File: config.mk
export PLATFORM = sky130hd
export DESIGN_NAME = epoch_seconds_to_calendar
export DESIGN_NICKNAME = d
export VERILOG_FILES = /design/src/sv/esc_pkg.sv /design/src/sv/epoch_seconds_to_calendar.sv /design/src/sv/esc_ctrl.sv /design/src/sv/esc_dp.sv
export SDC_FILE = /design/constraint.sdc
export NUM_CORES = 1
export LEC_CHECK = 0
export ABC_CLOCK_PERIOD_IN_PS = 5800
export BUFFER_PORTS_ARGS = -buffer_cell sky130_fd_sc_hd__buf_2
export CAP_MARGIN = 0
export CELL_PAD_IN_SITES_DETAIL_PLACEMENT = 1
export CELL_PAD_IN_SITES_GLOBAL_PLACEMENT = 2
export CORE_ASPECT_RATIO = 0.8
export CORE_MARGIN = 2
export CORE_UTILIZATION = 25
export CTS_CLUSTER_SIZE = 16
export DETAILED_ROUTE_END_ITERATION = 6
export HOLD_SLACK_MARGIN = 0.06
export PLACE_DENSITY_LB_ADDON = 0.1
export REMOVE_ABC_BUFFERS = 1
export SETUP_SLACK_MARGIN = 0.15
export SLEW_MARGIN = 20
export SYNTH_ARGS = -nofsm -noshare
export SYNTH_HDL_FRONTEND = slang
export SYNTH_HIERARCHICAL = 1
export SYNTH_SLANG_ARGS = --single-unit
File: constraint.sdc
create_clock -name clk -period 5.8 [get_ports clk]
set_input_delay 0.58 -clock clk [delete_from_list [all_inputs] [get_ports clk]]
set_output_delay 0.58 -clock clk [all_outputs]
set_load 0.005 [all_outputs]
File: src/sv/esc_pkg.sv
`timescale 1ns / 1ps
// ----------------------------------------------------------------------------
// esc_pkg
// Types, codes and constants shared by the epoch-to-calendar modules.
// ----------------------------------------------------------------------------
package esc_pkg;

    typedef enum logic [2:0] {
        ST_IDLE,
        ST_YEAR,
        ST_MONTH,
        ST_DAY,
        ST_HOUR,
        ST_MIN,
        ST_WRITE
    } esc_state_t;

    typedef enum logic [2:0] {
        UNIT_YEAR,
        UNIT_MONTH,
        UNIT_DAY,
        UNIT_HOUR,
        UNIT_MIN
    } esc_unit_t;

    typedef struct packed {
        logic      load;
        logic      walk;
        esc_unit_t unit;
        logic      out_load;
    } esc_cmd_t;

    typedef struct packed {
        logic fit;
    } esc_status_t;

    localparam int unsigned OUT_W  = 48;
    localparam int unsigned STEP_W = 25;

    localparam logic [STEP_W-1:0] SECS_PER_MIN     = 25'd60;
    localparam logic [STEP_W-1:0] SECS_PER_HOUR    = 25'd3600;
    localparam logic [STEP_W-1:0] SECS_PER_DAY     = 25'd86400;
    localparam logic [STEP_W-1:0] SECS_COMMON_YEAR = 25'd31536000;
    localparam logic [STEP_W-1:0] SECS_LEAP_YEAR   = 25'd31622400;

    localparam logic [7:0] EPOCH_YEAR_1900 = 8'd70;
    localparam logic [1:0] EPOCH_MOD4      = 2'd2;
    localparam logic [6:0] EPOCH_MOD100    = 7'd70;
    localparam logic [8:0] EPOCH_MOD400    = 9'd370;

    localparam logic [3:0] MONTH_FEB = 4'd1;
    localparam logic [3:0] MONTH_DEC = 4'd11;

    localparam logic [4:0] DAYS_MONTH_MIN = 5'd28;

    localparam logic [2:0] EPOCH_WEEKDAY = 3'd4;
    localparam logic [3:0] DAYS_PER_WEEK = 4'd7;

    function automatic logic [4:0] month_days(input logic [3:0] mon);
        logic [4:0] len;
        case (mon)
            4'd0:    len = 5'd31;
            4'd1:    len = 5'd28;
            4'd2:    len = 5'd31;
            4'd3:    len = 5'd30;
            4'd4:    len = 5'd31;
            4'd5:    len = 5'd30;
            4'd6:    len = 5'd31;
            4'd7:    len = 5'd31;
            4'd8:    len = 5'd30;
            4'd9:    len = 5'd31;
            4'd10:   len = 5'd30;
            default: len = 5'd31;
        endcase
        return len;
    endfunction

    function automatic logic [STEP_W-1:0] month_seconds(input logic [4:0] days);
        logic [STEP_W-1:0] secs;
        case (days)
            5'd28:   secs = 25'd2419200;
            5'd29:   secs = 25'd2505600;
            5'd30:   secs = 25'd2592000;
            default: secs = 25'd2678400;
        endcase
        return secs;
    endfunction

endpackage

File: src/sv/epoch_seconds_to_calendar.sv
`timescale 1ns / 1ps
// ----------------------------------------------------------------------------
// epoch_seconds_to_calendar
// Converts unsigned seconds since 1970-01-01 UTC to broken-down UTC time.
// ----------------------------------------------------------------------------
// channel  dir  fields
// s_*      in   tdata: epoch_seconds (low SECONDS_WIDTH bits used)
// m_*      out  tdata: second, minute, hour, mday, month, year-1900, yday, wday
//
// One transaction at a time, by repeated subtraction: the sequencer walks
// the elapsed years, months, days, hours and minutes in that order, then
// writes the result. A wider SECONDS_WIDTH lengthens the year walk.
// s_tready is high only while idle. A finished result sits in the output
// register; the next transaction runs while it waits and stalls at the write
// step until m_tready frees the register.
// Reset clears the sequencer and output valid; no datapath reset.
// ----------------------------------------------------------------------------
module epoch_seconds_to_calendar #(
    parameter int unsigned SECONDS_WIDTH = 32
) (
    input  logic                              clk,
    input  logic                              rst_n,
    input  logic                              s_tvalid,
    output logic                              s_tready,
    // [SECONDS_WIDTH-1:0] epoch_seconds, zero padded to bytes
    input  logic [((SECONDS_WIDTH+7)/8)*8-1:0] s_tdata,
    output logic                              m_tvalid,
    input  logic                              m_tready,
    // [5:0] second_of_minute, [11:6] minute_of_hour, [16:12] hour_of_day,
    // [21:17] day_of_month, [25:22] month_index, [33:26] year_since_1900,
    // [42:34] day_of_year, [45:43] weekday, [47:46] zero
    output logic [esc_pkg::OUT_W-1:0]         m_tdata
);
    import esc_pkg::*;

    esc_cmd_t    cmd;
    esc_status_t status;

    esc_ctrl u_ctrl (
        .clk      (clk),
        .rst_n    (rst_n),
        .s_tvalid (s_tvalid),
        .s_tready (s_tready),
        .m_tvalid (m_tvalid),
        .m_tready (m_tready),
        .status   (status),
        .cmd      (cmd)
    );

    esc_dp #(
        .SECONDS_WIDTH (SECONDS_WIDTH)
    ) u_dp (
        .clk     (clk),
        .seconds (s_tdata[SECONDS_WIDTH-1:0]),
        .cmd     (cmd),
        .status  (status),
        .result  (m_tdata)
    );

endmodule

File: src/sv/esc_ctrl.sv
`timescale 1ns / 1ps
// ----------------------------------------------------------------------------
// esc_ctrl
// Sequencer: year, month, day, hour and minute walks, output hand-off.
// ----------------------------------------------------------------------------
module esc_ctrl (
    input  logic                 clk,
    input  logic                 rst_n,
    input  logic                 s_tvalid,
    output logic                 s_tready,
    output logic                 m_tvalid,
    input  logic                 m_tready,
    input  esc_pkg::esc_status_t status,
    output esc_pkg::esc_cmd_t    cmd
);
    import esc_pkg::*;

    esc_state_t   state_reg, state_next;
    logic         out_valid_reg, out_valid_next;

    always_ff @(posedge clk or negedge rst_n)
    begin
        if (!rst_n)
        begin
            state_reg     <= ST_IDLE;
            out_valid_reg <= 1'b0;
        end
        else
        begin
            state_reg     <= state_next;
            out_valid_reg <= out_valid_next;
        end
    end

    always_comb
    begin
        state_next = state_reg;
        unique case (state_reg)
            ST_IDLE:
            begin
                if (s_tvalid)
                begin
                    state_next = ST_YEAR;
                end
            end
            ST_YEAR:
            begin
                if (status.fit)
                begin
                    state_next = ST_MONTH;
                end
            end
            ST_MONTH:
            begin
                if (status.fit)
                begin
                    state_next = ST_DAY;
                end
            end
            ST_DAY:
            begin
                if (status.fit)
                begin
                    state_next = ST_HOUR;
                end
            end
            ST_HOUR:
            begin
                if (status.fit)
                begin
                    state_next = ST_MIN;
                end
            end
            ST_MIN:
            begin
                if (status.fit)
                begin
                    state_next = ST_WRITE;
                end
            end
            ST_WRITE:
            begin
                if (!out_valid_reg || m_tready)
                begin
                    state_next = ST_IDLE;
                end
            end
            default:
            begin
                state_next = ST_IDLE;
            end
        endcase
    end

    always_comb
    begin
        cmd            = '0;
        s_tready       = 1'b0;
        out_valid_next = out_valid_reg && !m_tready;
        unique case (state_reg)
            ST_IDLE:
            begin
                s_tready = 1'b1;
                cmd.load = s_tvalid;
            end
            ST_YEAR:
            begin
                cmd.walk = 1'b1;
                cmd.unit = UNIT_YEAR;
            end
            ST_MONTH:
            begin
                cmd.walk = 1'b1;
                cmd.unit = UNIT_MONTH;
            end
            ST_DAY:
            begin
                cmd.walk = 1'b1;
                cmd.unit = UNIT_DAY;
            end
            ST_HOUR:
            begin
                cmd.walk = 1'b1;
                cmd.unit = UNIT_HOUR;
            end
            ST_MIN:
            begin
                cmd.walk = 1'b1;
                cmd.unit = UNIT_MIN;
            end
            ST_WRITE:
            begin
                if (!out_valid_reg || m_tready)
                begin
                    cmd.out_load   = 1'b1;
                    out_valid_next = 1'b1;
                end
            end
            default:
            begin
                s_tready = 1'b0;
            end
        endcase
    end

    assign m_tvalid = out_valid_reg;

endmodule

File: src/sv/esc_dp.sv
`timescale 1ns / 1ps
// ----------------------------------------------------------------------------
// esc_dp
// Datapath: repeated-subtraction walk over years, months, days, hours and
// minutes, leap-year counters, weekday tracking and output register.
// ----------------------------------------------------------------------------
module esc_dp #(
    parameter int unsigned SECONDS_WIDTH = 32
) (
    input  logic                        clk,
    input  logic [SECONDS_WIDTH-1:0]    seconds,
    input  esc_pkg::esc_cmd_t           cmd,
    output esc_pkg::esc_status_t        status,
    output logic [esc_pkg::OUT_W-1:0]   result
);
    import esc_pkg::*;

    localparam int unsigned W = SECONDS_WIDTH;

    logic [W-1:0] rem_reg, rem_next;
    logic [7:0]   yr_reg, yr_next;
    logic [1:0]   m4_reg, m4_next;
    logic [6:0]   m100_reg, m100_next;
    logic [8:0]   m400_reg, m400_next;
    logic [3:0]   mon_reg, mon_next;
    logic [4:0]   mday_reg, mday_next;
    logic [8:0]   yday_reg, yday_next;
    logic [4:0]   hour_reg, hour_next;
    logic [5:0]   min_reg, min_next;
    logic [2:0]   wk_reg, wk_next;
    logic [OUT_W-1:0] out_reg, out_next;

    logic              leap;
    logic [4:0]        mdays;
    logic [STEP_W-1:0] step_len;
    logic [1:0]        wk_delta;
    logic [3:0]        wk_sum;
    logic [2:0]        wk_wrap;
    logic              fit;

    assign leap  = (m4_reg == 2'd0) && ((m100_reg != 7'd0) || (m400_reg == 9'd0));
    assign mdays = month_days(mon_reg) + {4'd0, (leap && (mon_reg == MONTH_FEB))};

    // length of one step in seconds and its weekday advance
    always_comb
    begin
        unique case (cmd.unit)
            UNIT_YEAR:
            begin
                step_len = leap ? SECS_LEAP_YEAR : SECS_COMMON_YEAR;
                wk_delta = leap ? 2'd2 : 2'd1;
            end
            UNIT_MONTH:
            begin
                step_len = month_seconds(mdays);
                wk_delta = 2'(mdays - DAYS_MONTH_MIN);
            end
            UNIT_DAY:
            begin
                step_len = SECS_PER_DAY;
                wk_delta = 2'd1;
            end
            UNIT_HOUR:
            begin
                step_len = SECS_PER_HOUR;
                wk_delta = 2'd0;
            end
            default:
            begin
                step_len = SECS_PER_MIN;
                wk_delta = 2'd0;
            end
        endcase
    end

    // December never steps: the year length bounds the remainder
    assign fit        = ((cmd.unit == UNIT_MONTH) && (mon_reg == MONTH_DEC)) ||
                        (rem_reg < W'(step_len));
    assign status.fit = fit;

    assign wk_sum  = {1'b0, wk_reg} + {2'b00, wk_delta};
    assign wk_wrap = (wk_sum >= DAYS_PER_WEEK) ? 3'(wk_sum - DAYS_PER_WEEK) : wk_sum[2:0];

    always_comb
    begin
        rem_next  = rem_reg;
        yr_next   = yr_reg;
        m4_next   = m4_reg;
        m100_next = m100_reg;
        m400_next = m400_reg;
        mon_next  = mon_reg;
        mday_next = mday_reg;
        yday_next = yday_reg;
        hour_next = hour_reg;
        min_next  = min_reg;
        wk_next   = wk_reg;
        out_next  = out_reg;

        if (cmd.load)
        begin
            rem_next  = seconds;
            yr_next   = EPOCH_YEAR_1900;
            m4_next   = EPOCH_MOD4;
            m100_next = EPOCH_MOD100;
            m400_next = EPOCH_MOD400;
            mon_next  = '0;
            mday_next = 5'd1;
            yday_next = '0;
            hour_next = '0;
            min_next  = '0;
            wk_next   = EPOCH_WEEKDAY;
        end

        if (cmd.walk && !fit)
        begin
            rem_next = rem_reg - W'(step_len);
            wk_next  = wk_wrap;
            case (cmd.unit)
                UNIT_YEAR:
                begin
                    yr_next   = yr_reg + 8'd1;
                    m4_next   = m4_reg + 2'd1;
                    m100_next = (m100_reg == 7'd99)  ? 7'd0 : m100_reg + 7'd1;
                    m400_next = (m400_reg == 9'd399) ? 9'd0 : m400_reg + 9'd1;
                end
                UNIT_MONTH:
                begin
                    mon_next  = mon_reg + 4'd1;
                    yday_next = yday_reg + {4'd0, mdays};
                end
                UNIT_DAY:
                begin
                    mday_next = mday_reg + 5'd1;
                    yday_next = yday_reg + 9'd1;
                end
                UNIT_HOUR:
                begin
                    hour_next = hour_reg + 5'd1;
                end
                default:
                begin
                    min_next = min_reg + 6'd1;
                end
            endcase
        end

        if (cmd.out_load)
        begin
            out_next = {2'b00, wk_reg, yday_reg, yr_reg, mon_reg, mday_reg,
                        hour_reg, min_reg, rem_reg[5:0]};
        end
    end

    always_ff @(posedge clk)
    begin
        rem_reg  <= rem_next;
        yr_reg   <= yr_next;
        m4_reg   <= m4_next;
        m100_reg <= m100_next;
        m400_reg <= m400_next;
        mon_reg  <= mon_next;
        mday_reg <= mday_next;
        yday_reg <= yday_next;
        hour_reg <= hour_next;
        min_reg  <= min_next;
        wk_reg   <= wk_next;
        out_reg  <= out_next;
    end

    assign result = out_reg;

endmodule

# == Yosys cells after proc, flatten, opt, wreduce, memory -nomap -nowiden ==
# Memory sizes are Yosys's and may differ from the RTL's. A register that Yosys moved wholly into a read port is not among the register bits.
# Index checks and enable logic that the tools add are counted.
# word_totals
out_inout_bits,50
memories,1
word_cells,128
romBits,32
reg_bits,140
# memory_table
memory,depth,word_bits,rd,rd_ports_with_merged_regs,wr,line_no,text
(no name shown),16,2,1,1,0,esc_pkg.sv:61,case (mon)
# classes
mux,54
n_eq_ne,23
addsub,15
n_lt_le_gt_ge,2
reduce_logical,19
# ops
cell,n
$pmux 25 s4,1
$mux 32,2
$pmux 20 s3,1
$mux 9,6
$lt 32x25->1,1
$sub 32x25->32,1
$mux 3,10
$mux 5,6
$mux 7,4
$mux 8,3
$pmux 3 s7,1
$pmux 4 s5,1
$add 9x1->9 const B,2
$mux 18,1
$mux 6,3
$pmux 9 s2,1
$eq 5x5->1 const B,3
$eq 3x2->1 const B,4
$mux 4,3
$ne 2x1->1 const B,6
$add 5x1->5 const B,2
$add 9x5->9,1
$eq 3x3->1 const B,3
$eq 9x9->1 const B,1
28 further kinds,46

# == Depth between registers and ports, before layout ==
# Gate-level depths: netlist of the first run.
# logic_depth
word_depth,13
ltp_mapped,25
depth_no_buf,23

# == Modules after synthesis ==
# Netlist of the first run, hierarchy kept.
# by_module_without_submodules
module,instances,area_per_inst_um2,cells_per_inst,seq_area_each_um2
esc_dp,1,7403.4,764,3573.4
esc_ctrl,1,291.5,33,100.1

# == Worst setup path after synthesis of the first run ==
# OpenSTA, ideal clock, no wires.
# synth_path
path_type,flip-flop to flip-flop
from,reg u_dp.m100_reg[0]
to,reg u_dp.rem_reg[10] (enable)
path_stages_with_launch,25
slack_ns,0.598
t_required_ns,5.315
n_path_buf,4
arrival_ns,4.717
path_cell_list,dfxtp_1 > inv_1 > ha_1 > nor3b_1 > nand2_1 > o21ai_0 > nor4b_1 > ha_1 > inv_1 > ha_1 > xor2_1 > nand2b_1 > inv_1 > a21oi_1 > ha_1 > clkbuf_1 > a21oi_1 > o21a_1 > o22ai_1 > nor3_1 > a2bb2oi_1 > buf_2 > buf_6 > buf_2 > nand2_1
# synth_between
elab_chain_cells,13
word_cells_on_any_way,16
classes_between,add/sub: 1; order compare: 1; eq/ne: 3; mux: 3; reduce/logical: 8
# synth_lines
item,line_no,text
from (decl),esc_dp.sv:23,"logic [6:0] m100_reg, m100_next;"
from (signal assigned),esc_dp.sv:159,m100_reg <= m100_next;
$reduce_bool 7->1 (*),esc_dp.sv:41,assign leap = (m4_reg == 2'd0) && ((m100_reg != 7'd0) || (m400_reg == 9'd0));
$logic_or 1x1->1 (*),esc_dp.sv:41,
$logic_and 1x1->1 (*),esc_dp.sv:41,
$logic_and 1x1->1,esc_dp.sv:42,"assign mdays = month_days(mon_reg) + {4'd0, (leap && (mon_reg == MONTH_FEB))};"
$add 5x1->5,esc_dp.sv:42,
$eq 5x5->1,esc_pkg.sv:80,case (days)
$pmux 20 s3,esc_pkg.sv:80,
$pmux 25 s4 (*),esc_dp.sv:47,unique case (cmd.unit)
$lt 32x25->1 (*),esc_dp.sv:78,(rem_reg < W'(step_len));
$logic_or 1x1->1 (*),esc_dp.sv:77,assign fit = ((cmd.unit == UNIT_MONTH) && (mon_reg == MONTH_DEC)) ||
$logic_not 1->1 (*),esc_dp.sv:114,if (cmd.walk && !fit)
$logic_and 1x1->1 (*),esc_dp.sv:114,
$reduce_bool 2->1 (no line) (*),-,
to (signal assigned),esc_dp.sv:156,rem_reg <= rem_next;
to (decl),esc_dp.sv:20,"logic [W-1:0] rem_reg, rem_next;"
# Every way passes the cells marked *; elsewhere a longest branch is shown, timed or not.
# A chain may end at the register's enable or synchronous reset.

# == Worst setup path in the final report of the first run ==
# layout_path
from,reg u_dp.m400_reg[4]
to,reg u_dp.rem_reg[27] (data pin)
# layout_between
elab_chain_cells,13
word_cells_on_any_way,17
classes_between,add/sub: 2; order compare: 1; eq/ne: 3; mux: 4; reduce/logical: 7
# layout_lines
item,line_no,text
from (decl),esc_dp.sv:24,"logic [8:0] m400_reg, m400_next;"
from (signal assigned),esc_dp.sv:160,m400_reg <= m400_next;
$logic_not 9->1 (*),esc_dp.sv:41,
$logic_or 1x1->1 (*),esc_dp.sv:41,
$logic_and 1x1->1 (*),esc_dp.sv:41,
$logic_and 1x1->1,esc_dp.sv:42,
$add 5x1->5,esc_dp.sv:42,
$eq 5x5->1,esc_pkg.sv:80,
$pmux 20 s3,esc_pkg.sv:80,
$pmux 25 s4 (*),esc_dp.sv:47,
$lt 32x25->1,esc_dp.sv:78,
$logic_or 1x1->1,esc_dp.sv:77,
$logic_not 1->1,esc_dp.sv:114,
$logic_and 1x1->1,esc_dp.sv:114,
$mux 32 (*),esc_dp.sv:114,
named net u_dp.rem_next[27],esc_dp.sv:20,
# The timed path passes the listed nets; every way through them passes the cells marked *.

==> impl_metrics.json, run 1 <==
{
  "outcome": "finished clean",
  "diodes": 0,
  "grt_max_degree": 47,
  "cts_sinks": 142,
  "ant_nets": 0,
  "slew_violations": 0,
  "synth_commonest_cells": "101 x nand2_1, 93 x o21ai_0, 81 x edfxtp_1",
  "clock-root-buffer": "clkbuf_16",
  "netlist_area_um2": 7690,
  "htree_levels": 4,
  "multi_input_area_um2": 3780,
  "yosysUniqueCellTypes": 72,
  "antenna_found_initial": 0,
  "drcViolationCount": 0,
  "hold_viol": 0,
  "die_y_um": 161,
  "place_ws_ns": 0.577,
  "synthFlopType": "edfxtp_1",
  "drt-vias-per-instance": 4.75,
  "grt_pass1_wl_mm": 36.1,
  "powerDensity_nw_per_um2": 677,
  "hold_slack_ns": 0.421,
  "post-route-period-util_pct": 90.3,
  "dieArea_um2": 32200,
  "maxCapViolCount": 0,
  "worst_slack_ns": 0.564,
  "drt-initial-drc-count": 227,
  "vias": 6290,
  "clock_skew_ns": 0.0179,
  "largest_reg_flops": 46,
  "routed_wl_mm": 22.0,
  "rows": 57,
  "drive_gt1_share_pct": 17.9,
  "yosysSeqAreaShare_pct": 47.7,
  "wl_per_cell_um": 16.6,
  "tightest_slew_ns": 0.801,
  "synth.top_cell.area_share_pct": 31.6,
  "dr.pass1.iters": 4,
  "crit_required_ns": 5.99,
  "fin_cells": 1324,
  "hold_class": "in -> reg",
  "gp_congestion": 0.754,
  "p_leak_nw": 3.70,
  "maxClockFrequency_mhz": 191,
  "crit_type": "reg -> reg",
  "cp_max_fo": 7,
  "numCtsBuffers": 17,
  "end_kind": "register",
  "io_pins": 86,
  "initial_utilization_pct": 25.4,
  "ys_ff_latch": 142,
  "synthCells": 797,
  "vdd_drop_max_mv": 0.219,
  "async_reset_ff_share_pct": 2.82,
  "n_fill_cell": 3455,
  "postSynthAreaPerCell_um2": 9.65,
  "core_um2": 30300,
  "final-setup-viol-count": 0,
  "grt_pass1_vias": 6583,
  "clock_latency_ns": 0.43,
  "detailed_place_hpwl_mm": 16.3,
  "clk_pin_slew_ns": 0.07,
  "cts_tree": "built",
  "grt_usage_pct": 14.1,
  "seq_area_um2": 3670,
  "synth_edf_count": 81,
  "post-route-min-period_ns": 5.24,
  "clock_path_buffers": 2,
  "dp_cells": 1291,
  "post_cts_buffers": 0,
  "io_buffers": 83,
  "cp.arrival_ns": 5.43,
  "die_width_um": 200,
  "yosysWarnings": 6,
  "post-synth-top-count-cell": "nand2_1",
  "slew_headroom_pct": 46.6,
  "area_growth_pct": 21.8,
  "final_nets": 980,
  "synth.largest_area_cell": "edfxtp_1",
  "synth_area_leaders": "edfxtp_1 32%, dfxtp_1 15%, ha_1 7.0%",
  "grt-ovfl-total": 0,
  "rsz0062_at_grt": "false",
  "start_kind": "register"
}
[logic make-up after synthesis]
family / synth area share [%]
AND/OR/NAND/NOR: 17.8
AO/OA/AOI/OAI: 18.1
flip-flops: 47.7
buffers and inverters: 3.69
adder cells (fa/ha/maj): 7.77
XOR/XNOR: 3.76
multiplexers: 1.07
other: 0.0487
[power by group]
group          internal [mW]  switching (mW)
registers               1.57           0.314
clock network          0.726           0.464
logic                   1.34            1.93
[timing repair]
| action | 4_1_cts | 5_1_grt |
|---|---|---|
| resized for setup | 0 | 4 |
| hold endpoints to repair | 4 | 0 |
| hold buffers | 1 | 0 |
| endpoints found under the setup margin | 0 | 2 |
[routing by layer]
metal / wire length [µm] / GRT usage, % / up-vias
li1: - / - / 3120
met1: 11300 / 19.4 / 3081
met2: 9960 / 22.7 / 82
met3: 678 / 3.10 / 7
met4: 149 / 3.15 / 0
met5: 0 / 0 / -
[critical path: stages, from the launching register on]
cell and delay [ns]:
dfxtp_1 0.36, nor3_1 0.29, and3_1 0.21, o21ai_0 0.22, nor4b_1 0.41, ha_1 0.24, inv_1 0.05, ha_1 0.35
or3b_2 0.46, a21oi_1 0.23, ha_1 0.33, and3_1 0.23, and3_1 0.20, o211ai_1 0.14, nand4_1 0.21, a31oi_1 0.46
o21ai_0 0.18, xnor2_1 0.15, mux2_2 0.26
[layout make-up]
type | instances | share of cell area (%)
Timing Repair Buffer | 115 | 7.16
Clock inverter | 12 | 1.98
Sequential cell | 142 | 39.2
Tap cell | 413 | 5.51
Inverter | 30 | 1.20
Clock buffer | 20 | 4.66
Multi-Input combinational cell | 592 | 40.3
[final timing paths]
check                                             endpoint                       from  cells after the start  slack [ns]
max                             u_dp/rem_reg[27]$_DFFE_PP_   u_dp/m400_reg[4]$_DFF_P_                     18        0.56
min                              u_dp/rem_reg[4]$_DFFE_PP_                 s_tdata[4]                      3        0.42
max reg2reg                     u_dp/rem_reg[27]$_DFFE_PP_   u_dp/m400_reg[4]$_DFF_P_                     18        0.56
min reg2reg                       u_dp/result[0]$_DFFE_PP_  u_dp/rem_reg[0]$_DFFE_PP_                      0        0.42
max in group asynchronous  u_ctrl/state_reg[2]$_DFFE_PN0P_                      rst_n                      2        5.18
min in group asynchronous  u_ctrl/state_reg[1]$_DFFE_PN0P_                      rst_n                      2        0.49
[placed cells by master, fill, tap and decap left out, types with 13 or more instances in the layout]
| master | n |
|---|---|
| a21o_1 | 15 |
| a21oi_1 | 41 |
| and3_1 | 15 |
| buf_2 | 83 |
| buf_4 | 30 |
| clkbuf_16 | 17 |
| dfxtp_1 | 57 |
| edfxtp_1 | 81 |
| ha_1 | 43 |
| inv_1 | 30 |
| nand2_1 | 101 |
| nand3_1 | 38 |
| nor2_1 | 39 |
| nor3_1 | 20 |
| o21ai_0 | 93 |
| xnor2_1 | 13 |
| xor2_1 | 20 |
[through the flow]
| step | instance area [µm²] | total power, mW | setup TNS (ns) | util [%] |
|---|---|---|---|---|
| 3_3_place_gp | 8730 | 5.08 | 0 | 28.8 |
| 6_report | 9370 | 6.34 | 0 | 30.9 |
| 2_1_floorplan | 7530 | 4.14 | -173.11 | - |
| 5_1_grt | 9370 | 6.95 | 0 | 30.9 |
| 4_1_cts | 9360 | 6.42 | 0 | 30.9 |
| 3_5_place_dp | 8730 | 5.17 | 0 | 28.8 |
No activity file was read; power rests on OpenSTA's default activity.
==> run 2, diff against run 1 <==
--- a/config.mk
+++ b/config.mk
@@ -17,10 +17,10 @@
 export DETAILED_ROUTE_END_ITERATION = 6
 export HOLD_SLACK_MARGIN = 0.06
 export PLACE_DENSITY_LB_ADDON = 0.1
+export RECOVER_POWER = 25
 export REMOVE_ABC_BUFFERS = 1
 export SETUP_SLACK_MARGIN = 0.15
 export SLEW_MARGIN = 20
 export SYNTH_ARGS = -nofsm -noshare
 export SYNTH_HDL_FRONTEND = slang
-export SYNTH_HIERARCHICAL = 1
 export SYNTH_SLANG_ARGS = --single-unit
==> impl_metrics.json, run 2 <==
{
  "outcome": "finished clean",
  "final-setup-viol-count": 0,
  "multi_input_area_um2": 3650,
  "n_fill_cell": 3331,
  "core_um2": 29400,
  "synth_area_leaders": "edfxtp_1 33%, dfxtp_1 15%, ha_1 7.2%",
  "maxCapViolCount": 0,
  "grt_pass1_vias": 6366,
  "yosysSeqAreaShare_pct": 49.1,
  "cts_sinks": 142,
  "clk_pin_slew_ns": 0.06,
  "fin_cells": 1251,
  "final_core_util_pct": 31.0,
  "synth.largest_area_cell": "edfxtp_1",
  "cp_max_fo": 22,
  "post-route-period-util_pct": 90.0,
  "synth_mux_area_share_pct": 1.89,
  "post-route-min-period_ns": 5.22,
  "detailed_place_hpwl_mm": 15.8,
  "seq_area_um2": 3670,
  "crit_required_ns": 5.89,
  "dp_cells": 1216,
  "grt_pass1_wl_mm": 34.3,
  "drcViolationCount": 0,
  "ys_ff_latch": 142,
  "synth_top_family_by_area": "compound AO/OA/AOI/OAI gates",
  "dpl-instance-area_um2": 8390,
  "synthFlopType": "edfxtp_1",
  "netlist_area_um2": 7480,
  "maxClockFrequency_mhz": 192,
  "synth_commonest_cells": "100 x nand2_1, 86 x o21ai_0, 81 x edfxtp_1",
  "slew_headroom_pct": 43.0,
  "end_kind": "register",
  "final_cell_mix": "100 x nand2_1, 84 x o21ai_0, 81 x edfxtp_1",
  "synth-xor-area-share_pct": 3.98,
  "routed_wl_mm": 21.3,
  "yosysUniqueCellTypes": 63,
  "area_growth_pct": 21.5,
  "rsz0062_at_grt": "false",
  "grt-ovfl-total": 0,
  "clock_latency_ns": 0.43,
  "clock_path_buffers": 2,
  "drive_gt1_share_pct": 15.8,
  "vdd_drop_max_mv": 0.245,
  "antenna_found_initial": 0,
  "synth_fa_ha_area_share_pct": 7.99,
  "gp_congestion": 0.784,
  "diodes": 0,
  "numCtsBuffers": 17,
  "dr.pass1.iters": 6,
  "cts_tree": "built",
  "synthSimpleGateAreaFrac_pct": 16.4,
  "tightest_slew_ns": 0.850,
  "design_area_um2": 9090,
  "layout_commonest_cell": "nand2_1",
  "drt-vias-per-instance": 4.80,
  "largest_reg_flops": 46,
  "slew_violations": 0,
  "io_pins": 86,
  "die_y_um": 159,
  "postSynthAreaPerCell_um2": 9.79,
  "crit_buf_inv": 3,
  "post-synth-top-count-cell": "nand2_1",
  "io_buffers": 83,
  "synth.top_cell.area_share_pct": 32.5,
  "hold_viol": 0,
  "powerDensity_nw_per_um2": 724,
  "clock_skew_ns": 0.0130,
  "start_kind": "register",
  "drt-initial-drc-count": 269,
  "synth_compound_area_share_pct": 17.7,
  "hold_class": "reg -> reg",
  "rows": 56,
  "p_leak_nw": 3.58,
  "grt_max_degree": 44,
  "crit_chain": "nor4_1 -> nand3_1 -> nand4_1 -> nand2_1 -> nor3_1 -> ha_1 -> inv_1 -> ha_1 -> a21oi_1 -> or3_1 -> a31o_2 -> ha_2 -> nand4_1 -> o21ai_2 -> a2111oi_4 -> a211oi_4 -> o211ai_1 -> buf_4 -> nand2_1 -> buf_4",
  "tns_ns": 0,
  "cp.arrival_ns": 5.31,
  "dieArea_um2": 31300,
  "slowest_stage": "a211oi_4",
  "finalPower_mw": 6.58,
  "grt_usage_pct": 14.0,
  "vias": 6006,
  "cpPeakStageDelay_ns": 0.52,
  "synthCells": 764,
  "final_nets": 943,
  "yosysWarnings": 0,
  "async_reset_ff_share_pct": 2.82,
  "crit_type": "reg -> reg",
  "synth_edf_count": 81,
  "ant_nets": 0,
  "initial_utilization_pct": 25.5,
  "cp_top_family": "simple AND/OR/NAND/NOR gates",
  "die_width_um": 197,
  "wl_per_cell_um": 17.0,
  "htree_levels": 4,
  "clock-root-buffer": "clkbuf_16"
}
-- run 2: cell types whose count changed in the layout (fill, tap and decap cells not counted), sizes merged, moves of 7 or more --
cell | before | now
a211oi | 2 | 11
nor2 | 41 | 51
buf | 114 | 88
mux2i | 6 | 13
clkbuf | 20 | 31
and3 | 15 | 8
nor3 | 23 | 14
-- run 2: power by group --
| part | switching, mW | internal, mW |
|---|---|---|
| registers | 0.307 | 1.59 |
| logic | 2.13 | 1.36 |
| clock network | 0.473 | 0.713 |
-- run 2: layout make-up --
cell class | count | share of cell area, %
repair buffers | 101 | 6.00
well taps | 377 | 5.19
clock buffers | 19 | 5.00
clock inverters | 13 | 1.91
multi-input cells | 566 | 40.1
inverters | 33 | 1.36
flip-flops and latches | 142 | 40.4
-- run 2: per-stage QoR --
step	hold slack [ns]	setup slack, ns
2_1_floorplan	0.284	-1.55
3_3_place_gp	0.401	0.584
3_5_place_dp	0.404	0.362
4_1_cts	0.404	0.323
5_1_grt	0.425	0.154
6_report	0.419	0.580
-- run 2: worst paths after layout --
path	start	slack, ns	to	cells after the start
setup reg to reg	u_dp.m400_reg[8]$_DFF_P_	0.58	u_dp.rem_reg[2]$_DFFE_PP_	20
max in group asynchronous	rst_n	5.05	u_ctrl.state_reg[0]$_DFFE_PN0P_	2
setup / recovery	u_dp.m400_reg[8]$_DFF_P_	0.58	u_dp.rem_reg[2]$_DFFE_PP_	20
hold reg to reg	u_dp.rem_reg[1]$_DFFE_PP_	0.42	u_dp.result[1]$_DFFE_PP_	0
hold / removal	u_dp.rem_reg[1]$_DFFE_PP_	0.42	u_dp.result[1]$_DFFE_PP_	0
min in group asynchronous	rst_n	0.52	u_ctrl.state_reg[1]$_DFFE_PN0P_	2
-- run 2: worst register-to-register path: cells and delay by family, from the launching register on --
kind	cells	cell delay [ns]
buffers and inverters	3	0.60
AO/OA/AOI/OAI	6	1.39
AND/OR/NAND/NOR	8	1.50
flip-flops	1	0.35
adder cells (fa/ha/maj)	3	1.02
-- run 2: logic make-up after synthesis --
| logic type | after synthesis |
|---|---|
| adders and majority gates | 46 |
| buffers and inverters | 57 |
| xor gates and xnor gates | 34 |
| other | 1 |
| AOI/OAI and AO/OA | 208 |
| and+or+nand+nor | 262 |
| muxes | 14 |
| DFF | 142 |
-- run 2: what timing repair did --
action | in CTS | in global routing
endpoints found under the setup margin | 0 | 92
hold endpoints to repair | 4 | 0
resized for setup | 0 | 14
hold buffers | 1 | 0
setup buffers | 0 | 2
-- run 2: per-layer routing --
metal / track usage (%) / part of all wire (%) / up-vias
met4: 4.48 / 1.1 / 0
met1: 19.5 / 52 / 2922
li1: - / - / 2987
met5: 0 / 0 / -
met3: 2.53 / 2.9 / 15
met2: 21.8 / 45 / 82
